## src/rtl/ftpw_pkg.sv

```systemverilog
`default_nettype none
// ----------------------------------------------------------------------------
// Frame time percentile window package
// Shared widths, codes and the state encoding of the percentile window core.
// ----------------------------------------------------------------------------
package ftpw_pkg;

   localparam int MAX_SAMPLES = 256;
   localparam int IDX_W       = 8;
   localparam int CNT_W       = 9;
   localparam int GPU_PASSES  = 8;
   localparam int SERIES      = 10;
   localparam int SER_W       = 4;
   localparam int TIME_W      = 24;
   localparam int WARM_W      = 16;
   localparam int FRAME_W     = 17;
   localparam int OP_W        = 2;
   localparam int CSR_IDX_W   = 2;
   localparam int CSR_DATA_W  = 16;
   localparam int ADDR_W      = SER_W + IDX_W;
   localparam int STORE_DEPTH = SERIES * MAX_SAMPLES;
   localparam int DIV_W       = 31;
   localparam int REM_W       = 7;
   localparam int DIVISOR     = 100;
   localparam int PROD_W      = 2 * DIV_W;
   // ceil(2^37 / 100): exact quotient for every dividend below 2^31
   localparam int RECIP_MUL   = 1374389535;
   localparam int RECIP_SHIFT = 37;
   localparam int PCT_MED     = 50;
   localparam int PCT_HIGH    = 95;
   localparam int SCALED_W    = 15;
   localparam int RANKS       = 4;

   localparam logic [CSR_IDX_W-1:0] CSR_WARMUP = 2'd0;
   localparam logic [CSR_IDX_W-1:0] CSR_WINDOW = 2'd1;

   typedef enum logic [OP_W-1:0] {
      OP_OBSERVE   = 2'd0,
      OP_SUMMARIZE = 2'd1,
      OP_CLEAR     = 2'd2
   } op_type;

   typedef enum logic [13:0] {
      ST_IDLE = 14'b00000000000001,
      ST_OBS  = 14'b00000000000010,
      ST_SER  = 14'b00000000000100,
      ST_DR50 = 14'b00000000001000,
      ST_DR95 = 14'b00000000010000,
      ST_CRD  = 14'b00000000100000,
      ST_CLD  = 14'b00000001000000,
      ST_SRD  = 14'b00000010000000,
      ST_SCMP = 14'b00000100000000,
      ST_SEL  = 14'b00001000000000,
      ST_MUL  = 14'b00010000000000,
      ST_DIVS = 14'b00100000000000,
      ST_DIVI = 14'b01000000000000,
      ST_EMIT = 14'b10000000000000
   } state_type;

endpackage
`default_nettype wire

```

## src/rtl/ftpw_div100.sv

```systemverilog
`default_nettype none
// ----------------------------------------------------------------------------
// Divide by one hundred
// Reciprocal multiply, then the remainder is recovered from the quotient; the
// product is registered first, then quotient, remainder and done together.
// ----------------------------------------------------------------------------
module ftpw_div100 (
   input  wire                        clock,
   input  wire                        reset,
   input  wire                        start,
   input  wire [ftpw_pkg::DIV_W-1:0]  dividend,
   output logic                       done,
   output logic [ftpw_pkg::DIV_W-1:0] quotient,
   output logic [ftpw_pkg::REM_W-1:0] remainder
);
   import ftpw_pkg::*;

   logic              pend_ff, pend_in;
   logic              done_ff, done_in;
   logic [DIV_W-1:0]  num_ff, num_in;
   logic [PROD_W-1:0] prod_ff, prod_in;
   logic [DIV_W-1:0]  quo_ff, quo_in;
   logic [REM_W-1:0]  rem_ff, rem_in;
   logic [DIV_W-1:0]  back;

   always_comb begin
      pend_in = start;
      done_in = pend_ff;
      num_in  = num_ff;
      prod_in = prod_ff;
      quo_in  = quo_ff;
      rem_in  = rem_ff;
      back    = '0;
      if (start) begin
         num_in  = dividend;
         prod_in = PROD_W'(dividend) * PROD_W'(RECIP_MUL);
      end
      // take the high part, then recover the remainder from the quotient
      if (pend_ff) begin
         quo_in = DIV_W'(prod_ff >> RECIP_SHIFT);
         back   = DIV_W'(quo_in * DIV_W'(DIVISOR));
         rem_in = REM_W'(num_ff - back);
      end
   end

   always_ff @(posedge clock) begin
      if (reset) begin
         pend_ff <= 1'b0;
         done_ff <= 1'b0;
      end else begin
         pend_ff <= pend_in;
         done_ff <= done_in;
      end
   end

   always_ff @(posedge clock) begin
      num_ff  <= num_in;
      prod_ff <= prod_in;
      quo_ff  <= quo_in;
      rem_ff  <= rem_in;
   end

   assign done      = done_ff;
   assign quotient  = quo_ff;
   assign remainder = rem_ff;

endmodule
`default_nettype wire

```

## config.mk

```make
export PLATFORM = sky130hd
export DESIGN_NAME = ftpw_div100
export DESIGN_NICKNAME = d
export VERILOG_FILES = /design/src/rtl/ftpw_pkg.sv /design/src/rtl/ftpw_div100.sv
export SDC_FILE = /design/constraint.sdc
export NUM_CORES = 1
export LEC_CHECK = 0
export ABC_AREA = 1
export BUFFER_PORTS_ARGS = -buffer_cell sky130_fd_sc_hd__buf_4
export CELL_PAD_IN_SITES_DETAIL_PLACEMENT = 0
export CELL_PAD_IN_SITES_GLOBAL_PLACEMENT = 1
export CORE_AREA = 2 2 210 212
export DETAILED_ROUTE_END_ITERATION = 12
export DIE_AREA = 0 0 212 214
export GPL_TIMING_DRIVEN = 0
export PLACE_DENSITY_LB_ADDON = 0.1
export SLEW_MARGIN = 25
export SYNTH_ARGS = -nofsm -noshare
export SYNTH_HDL_FRONTEND = slang
export SYNTH_SLANG_ARGS = --single-unit
```

## constraint.sdc

```tcl
create_clock -name clock -period 7.95 [get_ports clock]
set_input_delay 0.795 -clock clock [delete_from_list [all_inputs] [get_ports clock]]
set_output_delay 0.795 -clock clock [all_outputs]
set_load 0.005 [all_outputs]
```

==> results.cfg, run 1 <==
[placed_design]
gp_routability_congestion = 0.9560
place_hpwl_mm = 53.44
io_buffers = 66

[timing]
relSlewSlack_pct = 45.45
finalSetupViolCount = 0
worst_slew_pin_slew_ns = 0.8182
fin_skew_ns = 0.007156
timing.final.crit_period_ns = 6.748
drv_slew = 0
fin_crit_sh_pct = 84.89
rsz0062_at_grt = false
fin_setup_tns_ns = 0
max_freq_ghz = 0.1482
final_hold_viol_count = 0

[yosys]
netlist_instances = 2404
synth_warnings = 0
ys_types = 33
ys_seq_elements = 66
syn_area_um2 = 20870
ys_seq_area_share_pct = 9.402
syn_area_per_cell_um2 = 8.680

[status]
status = complete, no violations

[critical_path]
worstPathRequired_ns = 8.03
r2r_setup_slack_ns = 6.01
endpoint_kind = flip-flop
cp_max_fo = 11
arrival_ns = 6.83
worstSetupPathType = in -> reg
cp-start-kind = input port

[finish]
layout_commonest_cell = inv_1
final_layout_size_suffix_gt1_share_pct = 5.861
nets = 3286
n_antenna_cell = 0
fillers = 4167
mostFrequentLayoutCells = inv_1, nand2_1, ha_1
syn_to_final_growth_pct = 7.441

[floorplan]
die_y_um = 214
start_util_pct = 48.66
die_area_um2 = 45370
ios = 73
num_rows = 76
core_area_um2 = 42890
die_w_um = 212

[routing]
drt-pass1-iter-count = 5
drtAntennaViolNets = 0
wl_met3_mm = 2.280
route.met2.wl_mm = 27.81
routed_via_density = 4.797
wl_per_cell_um = 19.16
wl_mm = 58.92
vias = 14760
drcViolationCount = 0
top_layer_used = met4
drt_iter0_markers = 875
m1WireLength_mm = 27.92

[grt]
grt_pass1_vias = 16180
grt.total_usage_pct = 27.94
overflow = 0
antenna_found_initial = 0
grt_pass1_wl_mm = 93.72
grt_max_degree = 34

[cts]
root_buffer = clkbuf_16
htree_levels = 3
clockBufferDepth = 2
cts_sinks = 66
cts_hold_buf = 0
worstSkewPairLatency_ns = 0.34
cts.repair.resized = 0
cts_tree = yes
clk_pin_slew_ns = 0.05
cts_setup_buffers = 0
cts_buffers = 9

[flow_run]
drv_cap = 0

[worst_hold_path]
hp-class = reg -> reg
-- stage by stage --
stage,setup slack [ns],hold WS [ns],area [um^2],utilization (%),instances
finish,1.202,0.4141,22420,52.28,3076
global route,0.9975,0.4201,22420,52.28,3076
global placement,0.8936,0.4012,22110,51.56,3060
detailed placement,0.9680,0.4045,22110,51.56,3060
floorplan,1.890,0.4003,20890,-,2409
CTS,1.296,0.4158,22420,52.28,3076
-- per-layer routing --
layer,GRT usage [%],vias up
li1,-,7241
met1,39.74,7198
met2,47.14,277
met3,2.932,41
met4,3.944,0
met5,0,-
-- cells in the mapped netlist (all sizes together) --
master	number	area, um^2
inv	815	3059
xor2	5	43.79
ha	392	4905
xnor2	9	78.83
a21boi	2	15.02
nor3	17	162.7
nand3	56	295.3
or2	1	6.260
o21ai	19	95.09
nand3b	2	15.01
buf	6	45.04
nor2	101	444.2
nor4	3	25.02
dfxtp	2	40.04
o21bai	16	120.1
nand4	13	81.33
a21oi	60	307.8
nand2	446	1714
conb	1	3.750
fa	374	7487
edfxtp	64	1922
-- final cells by class --
| class | count | area (um^2) | area share [%] |
|---|---|---|---|
| multi-input cells | 1522 | 15820 | 70.56 |
| clock buffers | 12 | 236.5 | 1.055 |
| inverters | 815 | 3059 | 13.65 |
| flip-flops and latches | 66 | 1963 | 8.757 |
| clock inverters | 4 | 68.82 | 0.3070 |
| plain buffers | 6 | 45.04 | 0.2009 |
| well taps | 585 | 732.0 | 3.265 |
| repair buffers | 66 | 495.5 | 2.210 |
-- sequential cells by signal (all words and copies together), names as in the netlist --
| register | count |
|---|---|
| remainder | 7 |
| prod_ff | 25 |
| quotient | 25 |
| done | 1 |
| done_in | 1 |
| num_ff | 7 |
-- final timing paths --
check,start,to,cells past startpoint
max,dividend[9],prod_ff[52],23
min,prod_ff[53],quotient[16],0
max reg2reg,prod_ff[37],remainder[6],7
min reg2reg,prod_ff[53],quotient[16],0
-- critical path, cell delays in order --
cell     delay [ns]
buf_4          0.21
ha_1           0.40
inv_1          0.11
fa_1           0.54
inv_1          0.06
fa_1           0.50
inv_1          0.05
fa_1           0.52
inv_1          0.05
fa_1           0.52
fa_1           0.44
fa_1           0.50
inv_1          0.05
fa_1           0.48
inv_1          0.05
ha_1           0.30
nand2_1        0.10
nor2_1         0.25
nand4_1        0.24
nor2_1         0.38
nor2_1         0.10
nand4_1        0.11
nand2_1        0.08
-- logic make-up (layout without fill, tap and decap cells) --
group	after synthesis	count (layout)	share of synthesized area (%)
xor+xnor	14	14	0.5876
other cells	1	6	0.01797
compound gates	97	97	2.578
fa+ha+maj	766	766	59.39
simple gates	639	639	13.15
flops	66	66	9.402
buf+inv	821	903	14.88
Power of run 1 is not shown: default switching activity piles up to over one toggle a cycle in this logic, so the estimate is an artifact.
==> run 2: changes to the inputs <==
Settings changed: ABC_AREA 1 to 0, CORE_AREA 2 2 210 212 to 2 2 203 205, DIE_AREA 0 0 212 214 to 0 0 205 207.
Clock period 7.95 ns to 6.1 ns, I/O delays scaled along.
==> results.cfg, run 2 <==
[placed_design]
postPlaceCellArea_um2 = 20490
dp_slack_ns = -1.579
io_buffers = 66
gp_routability_congestion = 0.9525
place_hpwl_mm = 45.68

[timing]
finalSetupViolCount = 25
fin_skew_ns = 0.01084
timing.final.crit_period_ns = 6.801
fin_setup_tns_ns = -13.67
rsz0062_at_grt = true
relSlewSlack_pct = 50.44
timing.final.ws_setup_ns = -0.7006
final_hold_viol_count = 0
drv_slew = 0
max_freq_ghz = 0.1470
fin_crit_sh_pct = 111.5
holdWs_ns = 0.4113
worst_slew_pin_slew_ns = 0.7434

[yosys]
synthFlopType = edfxtp_1
yosys.area.top_type = fa_1
synth_edf_count = 64
yosysMostFrequentCell = inv_1
synthTopCellsByArea = fa_1, ha_1, inv_1
ys_seq_elements = 66
netlist_instances = 1819
ys_top_cells_by_count = inv_1, ha_1, fa_1, edfxtp_1, a21oi_1
syn_area_per_cell_um2 = 10.50
ys_seq_area_share_pct = 10.27
ys_types = 69
netlist.area_leader.share_pct = 39.19
syn_area_um2 = 19110
async_reset_ff_share_pct = 0
synth_warnings = 0

[critical_path]
endpoint_kind = flip-flop
arrival_ns = 6.87
cp_max_fo = 5
worstSetupPathType = in -> reg
reg2reg_from = prod_ff[37]
worstPathRequired_ns = 6.17
reg2reg_depth = 6
timing.rr.end = remainder[6]
cp-start-kind = input port
r2r_setup_slack_ns = 4.35

[routing]
wl_per_cell_um = 20.99
drt-pass1-iter-count = 5
routed_via_density = 5.182
drt_iter0_markers = 743
wl_mm = 52.24
drtAntennaViolNets = 0
drcViolationCount = 0
vias = 12900

[floorplan]
die_area_um2 = 42440
core_area_um2 = 40370
die_w_um = 205
die_y_um = 207
start_util_pct = 47.33
ios = 73
num_rows = 74

[cts]
clockBufferDepth = 2
cts_sinks = 66
root_buffer = clkbuf_16
worstSkewPairLatency_ns = 0.33
htree_levels = 3
cts_buffers = 9
clk_pin_slew_ns = 0.06
cts_tree = yes

[worst_hold_path]
hp-start = prod_ff[42]
hp-class = reg -> reg
holdPathEnd = quotient[5]
worst_hold_path.num_cells = 0

[grt]
grt_max_degree = 34
antenna_found_initial = 0
overflow = 0
grt.total_usage_pct = 25.58
grt_pass1_wl_mm = 80.27
grt_pass1_vias = 13760

[flow_run]
drv_cap = 0

[finish]
layout_commonest_cell = inv_1
nets = 2752
final_layout_size_suffix_gt1_share_pct = 15.69
fin_area_um2 = 22230
mostFrequentLayoutCells = inv_1, ha_1, fa_1
n_antenna_cell = 0
syn_to_final_growth_pct = 16.36

[status]
status = finished with violations
violations = negative setup slack
[run 2: cell count changes in the layout (fill, tap and decap cells not counted), sizes merged, moves of 15 or more]
cell / delta
nand2: -402
inv: -211
nor2: -80
buf: +56
nand3: -42
a21o: +32
xnor2: +15
[run 2: repair_timing]
item / in CTS / in global routing
setup buffers: 35 / 18
gates resized for setup: 156 / 59
hold buffers: 0 / 0
cloned: 2 / 0
pin swaps: 48 / 34
endpoints found under the setup margin: 25 / 25
[run 2: cell type report]
| type | count | area (um^2) |
|---|---|---|
| tap | 532 | 665.6 |
| clock inverter | 7 | 100.1 |
| clock buffer | 9 | 225.2 |
| fill | 3661 | 18140 |
| buffer | 13 | 81.33 |
| inverter | 604 | 2278 |
| timing repair buffer | 120 | 1214 |
| sequential | 66 | 1963 |
| multi-input combinational | 1138 | 15700 |
[run 2: kinds of logic (layout without fill, tap and decap cells)]
family | Yosys count | in the layout | synth area share (%)
fa+ha+maj | 766 | 766 | 64.86
buf+inv | 620 | 753 | 12.35
compound gates | 174 | 174 | 6.248
simple gates | 155 | 155 | 4.532
flops | 66 | 66 | 10.27
xor+xnor | 35 | 35 | 1.604
mux | 2 | 2 | 0.1179
other cells | 1 | 6 | 0.01963
[run 2: worst max path at each step]
stage                       from          end  slack (ns)  cells past startpoint
global route         dividend[5]  prod_ff[60]       -0.86                     25
floorplan            dividend[4]  prod_ff[58]       -0.23                     23
finish               dividend[9]  prod_ff[60]       -0.70                     23
global placement    dividend[14]  prod_ff[55]       -1.57                     21
CTS                  dividend[9]  prod_ff[60]       -0.77                     23
detailed placement  dividend[14]  prod_ff[55]       -1.58                     21
[run 2: per-layer routing]
layer	track usage (%)	part of all wire (%)	vias up
met5	0	0	-
met3	3.949	6.5	31
li1	-	-	5926
met2	39.03	45	319
met1	39.72	48	6621
met4	2.605	0.99	0
[run 2: critical path, stage by stage]
cell and delay, ns:
buf_16 0.13, fa_1 0.50, ha_1 0.31, inv_2 0.04, fa_1 0.50, inv_2 0.06
fa_2 0.55, fa_2 0.47, fa_1 0.52, fa_1 0.51, inv_2 0.04, fa_2 0.63
inv_2 0.07, ha_4 0.32, nand2_4 0.06, nor3_4 0.20, nand4_1 0.23, nor4_4 0.26
a2111oi_4 0.11, buf_6 0.16, o211ai_4 0.26, a41oi_2 0.17, xnor2_1 0.16
[run 2: stage by stage]
step	util, %	std cells
after global routing	55.07	2489
after floorplan	-	1824
after CTS	54.20	2472
after global placement	50.76	2422
final	55.07	2489
after detailed placement	50.76	2422
Power of run 2 is left out for the same reason.
